===== config.mk =====
export PLATFORM = sky130hd
export DESIGN_NAME = text_stream_view_filter_core
export DESIGN_NICKNAME = d
export VERILOG_FILES = /design/src/sv/tsvf_pkg.sv /design/src/sv/tsvf_front.sv /design/src/sv/tsvf_job_queue.sv /design/src/sv/tsvf_back.sv /design/src/sv/text_stream_view_filter_core.sv
export SDC_FILE = /design/constraint.sdc
export NUM_CORES = 1
export LEC_CHECK = 0
export CORE_AREA = 2 2 217 219
export CTS_BUF_LIST = sky130_fd_sc_hd__clkbuf_4
export DETAILED_ROUTE_END_ITERATION = 8
export DIE_AREA = 0 0 219 221
export DONT_BUFFER_PORTS = 1
export MAX_ROUTING_LAYER = met4
export PLACE_DENSITY = 0.42
export SLEW_MARGIN = 20
export SYNTH_ARGS = -nofsm -noshare
export SYNTH_HDL_FRONTEND = slang
export SYNTH_SLANG_ARGS = --single-unit
export TNS_END_PERCENT = 50

===== constraint.sdc =====
create_clock -name clk -period 9.5 [get_ports clk]
set_input_delay 0.95 -clock clk [delete_from_list [all_inputs] [get_ports clk]]
set_output_delay 0.95 -clock clk [all_outputs]
set_load 0.03 [all_outputs]

===== src/sv/tsvf_pkg.sv =====
package tsvf_pkg;

  localparam int NUMBER_DIGITS = 6;
  localparam int DIGIT_W       = 4;
  localparam int DIG_IDX_W     = (NUMBER_DIGITS > 1) ? $clog2(NUMBER_DIGITS) : 1;
  localparam int TAIL_MAX      = 4;
  localparam int TAIL_IDX_W    = 2;
  localparam int TAIL_CNT_W    = 3;
  localparam int STEP_W        = $clog2(NUMBER_DIGITS + 1 + TAIL_MAX);
  localparam int QUEUE_DEPTH   = 4;
  localparam int QUEUE_IDX_W   = 2;
  localparam int QUEUE_CNT_W   = 3;

  localparam int MODE_W     = 3;
  localparam int CFG_ADDR_W = 3;
  localparam int CFG_DATA_W = 32;
  localparam logic [CFG_ADDR_W-1:0] CFG_ADDR_VIEW_MODE = 3'd0;

  localparam logic [MODE_W-1:0] MODE_PLAIN      = 3'd0;
  localparam logic [MODE_W-1:0] MODE_SQUEEZE    = 3'd1;
  localparam logic [MODE_W-1:0] MODE_NUMBER_ALL = 3'd2;
  localparam logic [MODE_W-1:0] MODE_NUMBER_NB  = 3'd3;
  localparam logic [MODE_W-1:0] MODE_ENDS       = 3'd4;
  localparam logic [MODE_W-1:0] MODE_TABS       = 3'd5;
  localparam logic [MODE_W-1:0] MODE_ENDS_NP    = 3'd6;
  localparam logic [MODE_W-1:0] MODE_TABS_NP    = 3'd7;

  localparam logic [7:0] CH_NL     = 8'h0A;
  localparam logic [7:0] CH_TAB    = 8'h09;
  localparam logic [7:0] CH_SPACE  = 8'h20;
  localparam logic [7:0] CH_DOLLAR = 8'h24;
  localparam logic [7:0] CH_ZERO   = 8'h30;
  localparam logic [7:0] CH_CARET  = 8'h5E;
  localparam logic [7:0] CH_QMARK  = 8'h3F;
  localparam logic [7:0] CH_DASH   = 8'h2D;
  localparam logic [7:0] CH_M      = 8'h4D;
  localparam logic [7:0] CH_I      = 8'h49;

  typedef logic [NUMBER_DIGITS-1:0][DIGIT_W-1:0] bcd_t;

  typedef struct packed {
    logic [7:0] in_byte;
    logic       new_file;
  } in_item_t;

  typedef struct packed {
    logic [7:0] out_byte;
    logic       last;
  } out_item_t;

  typedef struct packed {
    logic [TAIL_MAX-1:0][7:0] bytes;
    logic [TAIL_CNT_W-1:0]    cnt;
  } tail_t;

  typedef struct packed {
    logic  label;
    bcd_t  digits;
    tail_t tail;
  } job_t;

endpackage


===== src/sv/tsvf_front.sv =====
module tsvf_front (
  input  logic                         clk,
  input  logic                         rst_n,
  input  logic                         push,
  output logic                         full,
  input  tsvf_pkg::in_item_t           in_item,
  input  logic [tsvf_pkg::MODE_W-1:0]  view_mode,
  input  logic                         q_full,
  output logic                         q_push,
  output tsvf_pkg::job_t               q_job
);

  tsvf_pkg::bcd_t line_count_r, line_count_nxt;
  logic           at_line_start_r, at_line_start_nxt;
  logic [1:0]     newline_run_r, newline_run_nxt;

  tsvf_pkg::bcd_t lc;
  logic           als;
  logic [1:0]     run;
  logic           accept;
  logic           nl;
  logic           tab;
  logic           adv;
  logic [7:0]     c;
  tsvf_pkg::job_t job;

  function automatic tsvf_pkg::bcd_t bcd_one();
    tsvf_pkg::bcd_t v;
    v = '0;
    v[0] = tsvf_pkg::DIGIT_W'(1);
    return v;
  endfunction

  function automatic tsvf_pkg::bcd_t bcd_advance(tsvf_pkg::bcd_t v);
    tsvf_pkg::bcd_t r;
    logic           all_nine;
    logic           carry;
    r = v;
    all_nine = 1'b1;
    carry = 1'b1;
    for (int i = 0; i < tsvf_pkg::NUMBER_DIGITS; i++) begin
      if (v[i] != tsvf_pkg::DIGIT_W'(9)) begin
        all_nine = 1'b0;
      end
    end
    if (!all_nine) begin
      for (int i = 0; i < tsvf_pkg::NUMBER_DIGITS; i++) begin
        if (carry) begin
          if (v[i] == tsvf_pkg::DIGIT_W'(9)) begin
            r[i] = '0;
          end else begin
            r[i] = v[i] + tsvf_pkg::DIGIT_W'(1);
            carry = 1'b0;
          end
        end
      end
    end
    return r;
  endfunction

  function automatic tsvf_pkg::tail_t single(logic [7:0] b);
    tsvf_pkg::tail_t t;
    t = '0;
    t.bytes[0] = b;
    t.cnt = tsvf_pkg::TAIL_CNT_W'(1);
    return t;
  endfunction

  function automatic tsvf_pkg::tail_t pair(logic [7:0] b0, logic [7:0] b1);
    tsvf_pkg::tail_t t;
    t = '0;
    t.bytes[0] = b0;
    t.bytes[1] = b1;
    t.cnt = tsvf_pkg::TAIL_CNT_W'(2);
    return t;
  endfunction

  function automatic tsvf_pkg::tail_t nonprint(logic [7:0] b);
    tsvf_pkg::tail_t t;
    t = '0;
    priority if (b >= 8'd32 && b <= 8'd126) begin
      t.bytes[0] = b;
      t.cnt = tsvf_pkg::TAIL_CNT_W'(1);
    end else if (b == 8'd127) begin
      t.bytes[0] = tsvf_pkg::CH_CARET;
      t.bytes[1] = tsvf_pkg::CH_QMARK;
      t.cnt = tsvf_pkg::TAIL_CNT_W'(2);
    end else if (b < 8'd32) begin
      t.bytes[0] = tsvf_pkg::CH_CARET;
      t.bytes[1] = b + 8'd64;
      t.cnt = tsvf_pkg::TAIL_CNT_W'(2);
    end else if (b <= 8'd159) begin
      t.bytes[0] = tsvf_pkg::CH_M;
      t.bytes[1] = tsvf_pkg::CH_DASH;
      t.bytes[2] = tsvf_pkg::CH_CARET;
      t.bytes[3] = b - 8'd64;
      t.cnt = tsvf_pkg::TAIL_CNT_W'(4);
    end else if (b <= 8'd254) begin
      t.bytes[0] = tsvf_pkg::CH_M;
      t.bytes[1] = tsvf_pkg::CH_DASH;
      t.bytes[2] = b - 8'd128;
      t.cnt = tsvf_pkg::TAIL_CNT_W'(3);
    end else begin
      t.bytes[0] = tsvf_pkg::CH_M;
      t.bytes[1] = tsvf_pkg::CH_DASH;
      t.bytes[2] = tsvf_pkg::CH_CARET;
      t.bytes[3] = tsvf_pkg::CH_QMARK;
      t.cnt = tsvf_pkg::TAIL_CNT_W'(4);
    end
    return t;
  endfunction

  assign full   = q_full;
  assign accept = push && !q_full;
  assign c      = in_item.in_byte;
  assign nl     = (c == tsvf_pkg::CH_NL);
  assign tab    = (c == tsvf_pkg::CH_TAB);

  always_comb begin
    lc  = in_item.new_file ? bcd_one() : line_count_r;
    als = in_item.new_file ? 1'b1 : at_line_start_r;
    run = in_item.new_file ? 2'd1 : newline_run_r;

    job        = '0;
    job.digits = lc;
    job.tail   = single(c);
    adv        = 1'b0;

    unique case (view_mode)
      tsvf_pkg::MODE_PLAIN: begin
      end
      tsvf_pkg::MODE_SQUEEZE: begin
        if (nl && run == 2'd2) begin
          job.tail = '0;
        end
      end
      tsvf_pkg::MODE_NUMBER_ALL: begin
        job.label = als;
        adv = nl;
      end
      tsvf_pkg::MODE_NUMBER_NB: begin
        job.label = als && !nl;
        adv = als && !nl;
      end
      tsvf_pkg::MODE_ENDS: begin
        if (nl) begin
          job.tail = pair(tsvf_pkg::CH_DOLLAR, c);
        end
      end
      tsvf_pkg::MODE_TABS: begin
        if (tab) begin
          job.tail = pair(tsvf_pkg::CH_CARET, tsvf_pkg::CH_I);
        end
      end
      tsvf_pkg::MODE_ENDS_NP: begin
        if (nl) begin
          job.tail = pair(tsvf_pkg::CH_DOLLAR, c);
        end else if (!tab) begin
          job.tail = nonprint(c);
        end
      end
      tsvf_pkg::MODE_TABS_NP: begin
        if (tab) begin
          job.tail = pair(tsvf_pkg::CH_CARET, tsvf_pkg::CH_I);
        end else if (!nl) begin
          job.tail = nonprint(c);
        end
      end
      default: begin
      end
    endcase

    line_count_nxt    = adv ? bcd_advance(lc) : lc;
    at_line_start_nxt = nl;
    if (nl) begin
      newline_run_nxt = (run < 2'd2) ? run + 2'd1 : run;
    end else begin
      newline_run_nxt = 2'd0;
    end
  end

  assign q_push = accept && (job.tail.cnt != '0);
  assign q_job  = job;

  always_ff @(posedge clk) begin
    if (!rst_n) begin
      line_count_r    <= bcd_one();
      at_line_start_r <= 1'b1;
      newline_run_r   <= 2'd1;
    end else if (accept) begin
      line_count_r    <= line_count_nxt;
      at_line_start_r <= at_line_start_nxt;
      newline_run_r   <= newline_run_nxt;
    end
  end

endmodule


===== src/sv/tsvf_job_queue.sv =====
module tsvf_job_queue (
  input  logic           clk,
  input  logic           rst_n,
  input  logic           q_push,
  input  tsvf_pkg::job_t q_wdata,
  output logic           q_full,
  input  logic           q_pop,
  output tsvf_pkg::job_t q_rdata,
  output logic           q_empty
);

  tsvf_pkg::job_t                       mem [tsvf_pkg::QUEUE_DEPTH];
  logic [tsvf_pkg::QUEUE_IDX_W-1:0]     wr_ptr_r, wr_ptr_nxt;
  logic [tsvf_pkg::QUEUE_IDX_W-1:0]     rd_ptr_r, rd_ptr_nxt;
  logic [tsvf_pkg::QUEUE_CNT_W-1:0]     count_r, count_nxt;
  logic                                 do_push;
  logic                                 do_pop;

  assign q_full  = (count_r == tsvf_pkg::QUEUE_CNT_W'(tsvf_pkg::QUEUE_DEPTH));
  assign q_empty = (count_r == '0);
  assign do_push = q_push && !q_full;
  assign do_pop  = q_pop && !q_empty;
  assign q_rdata = mem[rd_ptr_r];

  always_comb begin
    wr_ptr_nxt = do_push ? wr_ptr_r + tsvf_pkg::QUEUE_IDX_W'(1) : wr_ptr_r;
    rd_ptr_nxt = do_pop ? rd_ptr_r + tsvf_pkg::QUEUE_IDX_W'(1) : rd_ptr_r;
    count_nxt  = count_r;
    if (do_push && !do_pop) begin
      count_nxt = count_r + tsvf_pkg::QUEUE_CNT_W'(1);
    end else if (do_pop && !do_push) begin
      count_nxt = count_r - tsvf_pkg::QUEUE_CNT_W'(1);
    end
  end

  always_ff @(posedge clk) begin
    if (do_push) begin
      mem[wr_ptr_r] <= q_wdata;
    end
  end

  always_ff @(posedge clk) begin
    if (!rst_n) begin
      wr_ptr_r <= '0;
      rd_ptr_r <= '0;
      count_r  <= '0;
    end else begin
      wr_ptr_r <= wr_ptr_nxt;
      rd_ptr_r <= rd_ptr_nxt;
      count_r  <= count_nxt;
    end
  end

endmodule


===== src/sv/tsvf_back.sv =====
module tsvf_back (
  input  logic                clk,
  input  logic                rst_n,
  input  tsvf_pkg::job_t      q_job,
  input  logic                q_empty,
  output logic                q_pop,
  input  logic                pop,
  output logic                empty,
  output tsvf_pkg::out_item_t out_item
);

  localparam int ND = tsvf_pkg::NUMBER_DIGITS;
  localparam int SW = tsvf_pkg::STEP_W;

  logic [SW-1:0]                    step_r, step_nxt;
  logic                             lead_r, lead_nxt;
  logic                             out_valid_r, out_valid_nxt;
  tsvf_pkg::out_item_t              out_r, out_nxt;

  logic                             advance;
  logic [SW-1:0]                    total;
  logic [SW-1:0]                    tail_step;
  logic [tsvf_pkg::TAIL_IDX_W-1:0]  tail_idx;
  logic [tsvf_pkg::DIG_IDX_W-1:0]   dig_idx;
  logic [tsvf_pkg::DIGIT_W-1:0]     digit;
  logic                             in_digits;
  logic                             at_tab;
  logic                             blank;
  logic                             is_last;
  logic [7:0]                       byte_val;

  assign advance = !q_empty && (!out_valid_r || pop);

  always_comb begin
    total     = q_job.label ? SW'(ND + 1) + SW'(q_job.tail.cnt) : SW'(q_job.tail.cnt);
    in_digits = q_job.label && (step_r < SW'(ND));
    at_tab    = q_job.label && (step_r == SW'(ND));
    tail_step = q_job.label ? step_r - SW'(ND + 1) : step_r;
    tail_idx  = tail_step[tsvf_pkg::TAIL_IDX_W-1:0];
    dig_idx   = tsvf_pkg::DIG_IDX_W'(SW'(ND - 1) - step_r);
    digit     = q_job.digits[dig_idx];
    blank     = lead_r && (digit == '0) && (dig_idx != '0);
    is_last   = (step_r == total - SW'(1));

    priority if (in_digits) begin
      byte_val = blank ? tsvf_pkg::CH_SPACE : tsvf_pkg::CH_ZERO + 8'(digit);
    end else if (at_tab) begin
      byte_val = tsvf_pkg::CH_TAB;
    end else begin
      byte_val = q_job.tail.bytes[tail_idx];
    end

    step_nxt      = step_r;
    lead_nxt      = lead_r;
    out_nxt       = out_r;
    out_valid_nxt = out_valid_r;
    if (advance) begin
      out_nxt.out_byte = byte_val;
      out_nxt.last     = is_last;
      out_valid_nxt    = 1'b1;
      if (is_last) begin
        step_nxt = '0;
        lead_nxt = 1'b1;
      end else begin
        step_nxt = step_r + SW'(1);
        if (in_digits) begin
          lead_nxt = blank;
        end
      end
    end else if (pop) begin
      out_valid_nxt = 1'b0;
    end
  end

  assign q_pop    = advance && is_last;
  assign empty    = !out_valid_r;
  assign out_item = out_r;

  always_ff @(posedge clk) begin
    out_r <= out_nxt;
  end

  always_ff @(posedge clk) begin
    if (!rst_n) begin
      step_r      <= '0;
      lead_r      <= 1'b1;
      out_valid_r <= 1'b0;
    end else begin
      step_r      <= step_nxt;
      lead_r      <= lead_nxt;
      out_valid_r <= out_valid_nxt;
    end
  end

endmodule


===== src/sv/text_stream_view_filter_core.sv =====
// Shows a byte stream in display form, one input byte becoming zero to eight result bytes
// under the view chosen by the view_mode register at address 0. The front end takes one
// input byte per cycle while the job queue is not full, tracks the line state and places a
// description of the display form in a four-entry job queue; the back end spells each job out
// at one result byte per cycle, while results are taken, into a single output register. The
// back end sets the sustained rate; a numbered line start yields eight result bytes. An input
// byte's first result passes through the job queue and then the output register. Bytes that
// yield nothing never occupy the queue. Change view_mode only while the block is idle.
module text_stream_view_filter_core (
  input  logic                              clk,
  input  logic                              rst_n,
  input  logic                              push,
  output logic                              full,
  input  tsvf_pkg::in_item_t                in_item,
  output logic                              empty,
  input  logic                              pop,
  output tsvf_pkg::out_item_t               out_item,
  input  logic                              psel,
  input  logic                              penable,
  input  logic                              pwrite,
  input  logic [tsvf_pkg::CFG_ADDR_W-1:0]   paddr,
  input  logic [tsvf_pkg::CFG_DATA_W-1:0]   pwdata,
  output logic [tsvf_pkg::CFG_DATA_W-1:0]   prdata,
  output logic                              pready
);

  logic [tsvf_pkg::MODE_W-1:0] view_mode_r, view_mode_nxt;
  logic                        cfg_write;
  logic                        q_push;
  logic                        q_full;
  logic                        q_pop;
  logic                        q_empty;
  tsvf_pkg::job_t              q_wdata;
  tsvf_pkg::job_t              q_rdata;

  assign pready    = 1'b1;
  assign cfg_write = psel && penable && pwrite && (paddr == tsvf_pkg::CFG_ADDR_VIEW_MODE);
  assign view_mode_nxt = cfg_write ? pwdata[tsvf_pkg::MODE_W-1:0] : view_mode_r;
  assign prdata = (paddr == tsvf_pkg::CFG_ADDR_VIEW_MODE) ?
                  tsvf_pkg::CFG_DATA_W'(view_mode_r) : '0;

  always_ff @(posedge clk) begin
    if (!rst_n) begin
      view_mode_r <= tsvf_pkg::MODE_PLAIN;
    end else begin
      view_mode_r <= view_mode_nxt;
    end
  end

  tsvf_front u_front (
    .clk       (clk),
    .rst_n     (rst_n),
    .push      (push),
    .full      (full),
    .in_item   (in_item),
    .view_mode (view_mode_r),
    .q_full    (q_full),
    .q_push    (q_push),
    .q_job     (q_wdata)
  );

  tsvf_job_queue u_queue (
    .clk     (clk),
    .rst_n   (rst_n),
    .q_push  (q_push),
    .q_wdata (q_wdata),
    .q_full  (q_full),
    .q_pop   (q_pop),
    .q_rdata (q_rdata),
    .q_empty (q_empty)
  );

  tsvf_back u_back (
    .clk      (clk),
    .rst_n    (rst_n),
    .q_job    (q_rdata),
    .q_empty  (q_empty),
    .q_pop    (q_pop),
    .pop      (pop),
    .empty    (empty),
    .out_item (out_item)
  );

endmodule


[Word level (Yosys, flattened, before mapping)]
Memories as Yosys holds them, arrays and structs flattened. A register that Yosys moved wholly into a read port is not among the register bits.
Cells that the tools add are included.
Word-level totals
  input bits: 51
  bits in writable memories: 240
  register bits: 52
  output and inout bits: 44
  memories kept: 1
  word-level logic and storage cells: 185
Operators by class
  order comparisons: 9
  reduce and logical (&&, ||, !) cells: 34
  add/sub/neg operators: 20
  muxes and demuxes: 78
  eq/ne operators: 26
Memory list
  u_queue.mem: words 4, bits a word 60, rd ports 1, clocked after memory_dff 1, write ports 1, RTL line tsvf_job_queue.sv:12  | tsvf_pkg::job_t mem [tsvf_pkg::QUEUE_DEPTH];
Operator list (number)
  35-bit 2-to-1 mux: 5
  35-bit one-hot mux with 5 select lines: 1
  24-bit 2-to-1 mux: 4
  19-bit 2-to-1 mux: 3
  4-bit 2-to-1 mux: 14
  16-bit 2-to-1 mux: 2
  8-bit 2-to-1 mux: 4
  4-bit by 1-bit adder with 4-bit output, second input constant: 7
  1-bit 2-to-1 mux: 27
  27-bit 2-to-1 mux: 1
  4-bit == test, second input constant: 6
  4-bit != test, second input constant: 6
  11-bit 2-to-1 mux: 2
  1-bit logical AND: 18
  18-bit 2-to-1 mux: 1
  8-bit binary-select mux with 2-bit select: 1
  8-bit by 4-bit == test with 1-bit output, second input constant: 2
  8-bit <= comparator, second input constant: 2
  3-bit == test, second input constant: 5
  4-bit binary-select mux with 3-bit select: 1
  2-bit 2-to-1 mux: 6
  3-bit 2-to-1 mux: 3
  8-bit by 7-bit adder with 8-bit output, second input constant: 1
  8-bit by 7-bit == test with 1-bit output, second input constant: 1
  other kinds (31): 44

[Depth between registers and ports, before layout]
  depth after elaboration: 20
  depth in mapped cells: 18
  gate-level depth less buffers: 16

[Cells and area by module]
From an unflattened synthesis, not the netlist that was laid out.
Second synthesis, totals
  cell total of the unflattened synthesis: 951
  area, all modules: 13817.0 µm²
By module, submodules not included
  tsvf_job_queue: cells an instance 362, sequential area each 7387.1 µm², area an instance 9206.3 µm², times used 1
  tsvf_front: cells an instance 410, sequential area each 540.5 µm², area an instance 2860.2 µm², times used 1
  tsvf_back: cells an instance 129, sequential area each 390.4 µm², area an instance 1360.1 µm², times used 1
  text_stream_view_filter_core: cells an instance 50, sequential area each 60.1 µm², area an instance 390.4 µm², times used 1

[Least setup slack after synthesis]
Ideal clock, no wire load.
  path type: input to register
  from: input port in_item[7] (netlist name)
  to: memory u_queue.mem[0][0] (netlist name) (enable)
  arrival: 4.578 ns
  path slack: 4.498 ns
  path buffers: 2
  data required time: 9.076 ns
  stages on the path: 12
  library setup time: 0.424 ns
  cells stage by stage: clkbuf_1 inv_1 ha_1 and4bb_4 and3_4 or3_4 nor2_1 nand3_1 inv_1 o31a_1 buf_6 and2_1
RTL lines
  from (decl): RTL line text_stream_view_filter_core.sv:14  | input tsvf_pkg::in_item_t in_item,
  to (decl): RTL line tsvf_job_queue.sv:12

==> results.md <==
| Stage | Item | Value |
|:---|:---|:---|
| finish | Most common cell after layout, fill and taps aside | sky130_fd_sc_hd__edfxtp_1 |
| yosys | Count of different cell masters after synthesis | 84 |
| sta | Final worst setup slack | 4850 ps |
| sta | Minimum clock period | 4650 ps |
| detailed routing | Number of antenna-violating nets in the routed design | 0 |
| yosys | Number of synthesis warnings | 0 |
| finish | Number of nets in the layout | 1120 |
| finish | Share of layout cells above drive strength 1 | 0.197 |
| clock network | Setup fix buffers added after clock tree synthesis | 0 |
| power and ir drop | Overall power of the completed layout | 3.88 mW |
| critical path | Worst Setup Start Kind | flop |
| critical path | Critical path type | flop to flop |
| sta | Worst max-slew margin expressed relative to the limit | 0.344 |
| floorplan | Floorplan row count | 79 |
| power and ir drop | PwrDens | 254 mW/mm2 |
| clock network | Number of sinks handled by clock tree synthesis | 294 |
| clock network | Cts-stage hold buffer count | 0 |
| critical path | Data arrival time at the worst-slack endpoint | 5290 ps |
| finish | Fill count | 4636 |
| global routing | Number of antenna violations at the first check in global routing | 1 |
| flow run | Max-cap violations | 0 |
| sta | Worst hold slack | 296 ps |
| yosys | Post-synth EDFFs | 249 |
| global routing | Overall track demand over capacity in global routing | 0.148 |
| clock network | Resize count post-CTS | 0 |
| status | Run status | finished clean |
| floorplan | IO Count | 95 |
| clock network | Number of buffers added by the clock tree synthesis step | 80 |
| yosys | Part of the Yosys area used for sequential elements | 0.613 |
| yosys | Cell count after synthesis | 1008 |
| sta | Final number of setup-violating endpoints | 0 |
| finish | Highest-count cells in the layout ignoring fill and taps | 249 x sky130_fd_sc_hd__edfxtp_1, 111 x sky130_fd_sc_hd__clkbuf_4, 75 x sky130_fd_sc_hd__nand2_1 |
| detailed routing | Remaining DRCs | 0 |
| clock network | Longest Clk Path Bufs | 3 |
| yosys | Netlist Area Pre-Place | 0.0137 mm2 |
| floorplan | Starting utilization of the core area | 0.297 |
| sta | Final worst clock skew | 26.1 ps |
| hold path | Critical hold path startpoint | rst_n |
| sta | Peak clock frequency supported by timing | 215 MHz |
| yosys | Cell types occupying the most area after synthesis | sky130_fd_sc_hd__edfxtp_1 55%, sky130_fd_sc_hd__mux4_2 8.4%, sky130_fd_sc_hd__dfxtp_1 6.6% |
| yosys | Area share of the leading cell type in the synthesized netlist | 0.547 |
| floorplan | Die outline area | 0.0484 mm2 |
| sta | Final Hold Viols | 0 |
| global routing | Vias in the first global route | 8563 |
| sta | Unrepaired setup endpoints after global routing | false |
| clock network | CTS H-tree depth | 3 |
| power and ir drop | Maximum vdd drop | 0.159 mV |
| critical path | Top fanout value on the critical path | 38 |
| global routing | Maximum number of pins on one net before global-route repair | 61 |
| placed design | Post-DP HPWL | 21300 um |
| critical path | Required time of the critical path | 10140 ps |
| detailed routing | Routed length per instance | 19.9 um |
| floorplan | Die Y-Extent | 221 um |
| clock network | Clock-pin slew of the registers on the worst-case setup and hold paths | 60 ps |
| detailed routing | Average vias per placed instance | 4.91 |
| detailed routing | Vias after detailed routing | 8447 |
| global routing | Remaining Overflow, GRT | 0 |
| detailed routing | First-pass iteration count of the detailed router | 5 |
| floorplan | CORE AREA | 0.0461 mm2 |
| hold path | Path type of the worst min-delay path | primary input to flop |
| yosys | Top FF cell, synth | sky130_fd_sc_hd__edfxtp_1 |
| sta | Least-Margin Pin Slew | 984 ps |
| placed design | Count of buffers inserted at the top-level ports | 0 |
| yosys | Number of synthesized register bits | 294 |
| floorplan | Die span in x | 219 um |
| yosys | FFs w/ async S/R, synth | 0 |
| yosys | Syn_area_per_cell | 13.6 um2 |
| sta | Setup_tns | 0 ps |
| clock network | Clock latency on the worst-skew pair | 740 ps |
| detailed routing | Total wire length after detailed routing | 34200 um |
| global routing | Global-route wire length before repair | 52500 um |
| finish | Growth of design area from synthesis to finish | 11.9% |
| detailed routing | Number of DRC markers in iteration 0 | 529 |
| placed design | Pre-CTS setup slack | 4200 ps |
| critical path | CP endpoint kind | flop |
| clock network | TritonCTS clock tree | built |
| placed design | Global placement routability congestion | 0.802 |
| yosys | Area leader, netlist | sky130_fd_sc_hd__edfxtp_1 |
| sta | Fraction of the cycle the final worst path needs | 0.489 |
| clock network | Clock Root Buffer | sky130_fd_sc_hd__clkbuf_4 |
| sta | Final Slew Violations | 0 |
| power and ir drop | Leakage | 5.03 nW |
[per-layer routing]
metal	global-route usage	vias to the layer above	routed length, um
met5	-	-	0
met3	0.0256	53	1440
met4	0.0575	0	678
li1	-	3944	-
met1	0.198	4241	16200
met2	0.225	209	15900
[sequential cells by signal, indices dropped and copies added, names as in the netlist, named ones only]
name and cells:
u_back.step_r 4, u_queue.mem 240, u_back.out_valid_r 1, view_mode_r 3, u_front.at_line_start_r 1, u_back.lead_r 1
u_queue.wr_ptr_r 2, u_back.out_item 9, u_queue.count_r 3, u_queue.rd_ptr_r 2, u_front.line_count_r 24, u_front.newline_run_r 2
[kinds of logic (layout without fill, tap and decap cells)]
kind of cell | count (synthesis) | count (layout) | synth area share
DFF | 294 | 294 | 0.613
AOI/OAI and AO/OA | 179 | 179 | 0.0822
and+or+nand+nor | 293 | 293 | 0.117
adders and majority gates | 17 | 17 | 0.0161
muxes | 98 | 98 | 0.119
other | 2 | 31 | 0.000550
xor gates and xnor gates | 18 | 18 | 0.0126
buffers and inverters | 107 | 182 | 0.0397
[path summary, 6_finish.rpt]
| kind | end | cells past startpoint | slack, ps |
|---|---|---|---|
| setup / recovery | u_queue.count_r[2]$_SDFFE_PN0P_ | 16 | 4850 |
| hold / removal | u_front.line_count_r[0]$_SDFFE_PN1P_ | 1 | 300 |
| setup reg to reg | u_queue.count_r[2]$_SDFFE_PN0P_ | 16 | 4850 |
| hold reg to reg | u_back.out_valid_r$_SDFFE_PN0P_ | 2 | 470 |
[synth_stat cells (5+ instances only)]
master	instances
sky130_fd_sc_hd__edfxtp_1	249
sky130_fd_sc_hd__mux4_2	51
sky130_fd_sc_hd__mux2_2	7
sky130_fd_sc_hd__o21ai_0	43
sky130_fd_sc_hd__and4_1	5
sky130_fd_sc_hd__nand2b_1	15
sky130_fd_sc_hd__a21oi_1	60
sky130_fd_sc_hd__xnor2_1	12
sky130_fd_sc_hd__nor2b_1	30
sky130_fd_sc_hd__and2_1	14
sky130_fd_sc_hd__nor3_1	22
sky130_fd_sc_hd__mux2i_1	40
sky130_fd_sc_hd__clkbuf_1	33
sky130_fd_sc_hd__nor2_1	53
sky130_fd_sc_hd__nand3_1	19
sky130_fd_sc_hd__buf_4	32
sky130_fd_sc_hd__nor4_1	8
sky130_fd_sc_hd__inv_1	25
sky130_fd_sc_hd__buf_2	11
sky130_fd_sc_hd__ha_1	16
sky130_fd_sc_hd__dfxtp_1	45
sky130_fd_sc_hd__nand2_1	75
sky130_fd_sc_hd__a211oi_1	13
sky130_fd_sc_hd__a31oi_1	8
sky130_fd_sc_hd__and3_1	9
[power by group]
part | internal (mW) | switching, mW | leakage, nW
sequential | 1.58 | 0.125 | 2.57
combinational | 0.385 | 0.588 | 1.84
clock | 0.675 | 0.525 | 0.625
[cell type report]
type	instances	area (um2)	share of cell area
Sequential cell	294	8380	0.548
Multi-Input combinational cell	635	4860	0.318
Clock buffer	111	833	0.0545
Tap cell	607	759	0.0497
Clock inverter	30	246	0.0161
Timing Repair Buffer	15	113	0.00736
Inverter	26	97.6	0.00638
Antenna cell	1	2.50	0.000164
[stage by stage]
stage                     instances   util  cell area (um2)
after floorplan                1036      -            13800
after global placement         1577  0.308            14200
after detailed placement       1577  0.308            14200
after CTS                      1718  0.332            15300
after global routing           1719  0.332            15300
final                          1719  0.332            15300
[critical path: stages, from the launching register on]
cell                      delay [ps]
sky130_fd_sc_hd__dfxtp_4         860
sky130_fd_sc_hd__mux4_2          640
sky130_fd_sc_hd__inv_1           140
sky130_fd_sc_hd__ha_1            250
sky130_fd_sc_hd__mux2_2          270
sky130_fd_sc_hd__ha_1            190
sky130_fd_sc_hd__xnor2_1         170
sky130_fd_sc_hd__xnor2_1         150
sky130_fd_sc_hd__xnor2_1          90
sky130_fd_sc_hd__nor3_1          310
sky130_fd_sc_hd__nand3_1         320
sky130_fd_sc_hd__ha_1            370
sky130_fd_sc_hd__inv_1            70
sky130_fd_sc_hd__fa_1            170
sky130_fd_sc_hd__xor2_1           70
sky130_fd_sc_hd__or3_1           300
sky130_fd_sc_hd__a21oi_1         150
No activity file was read; power rests on OpenSTA's default activity.
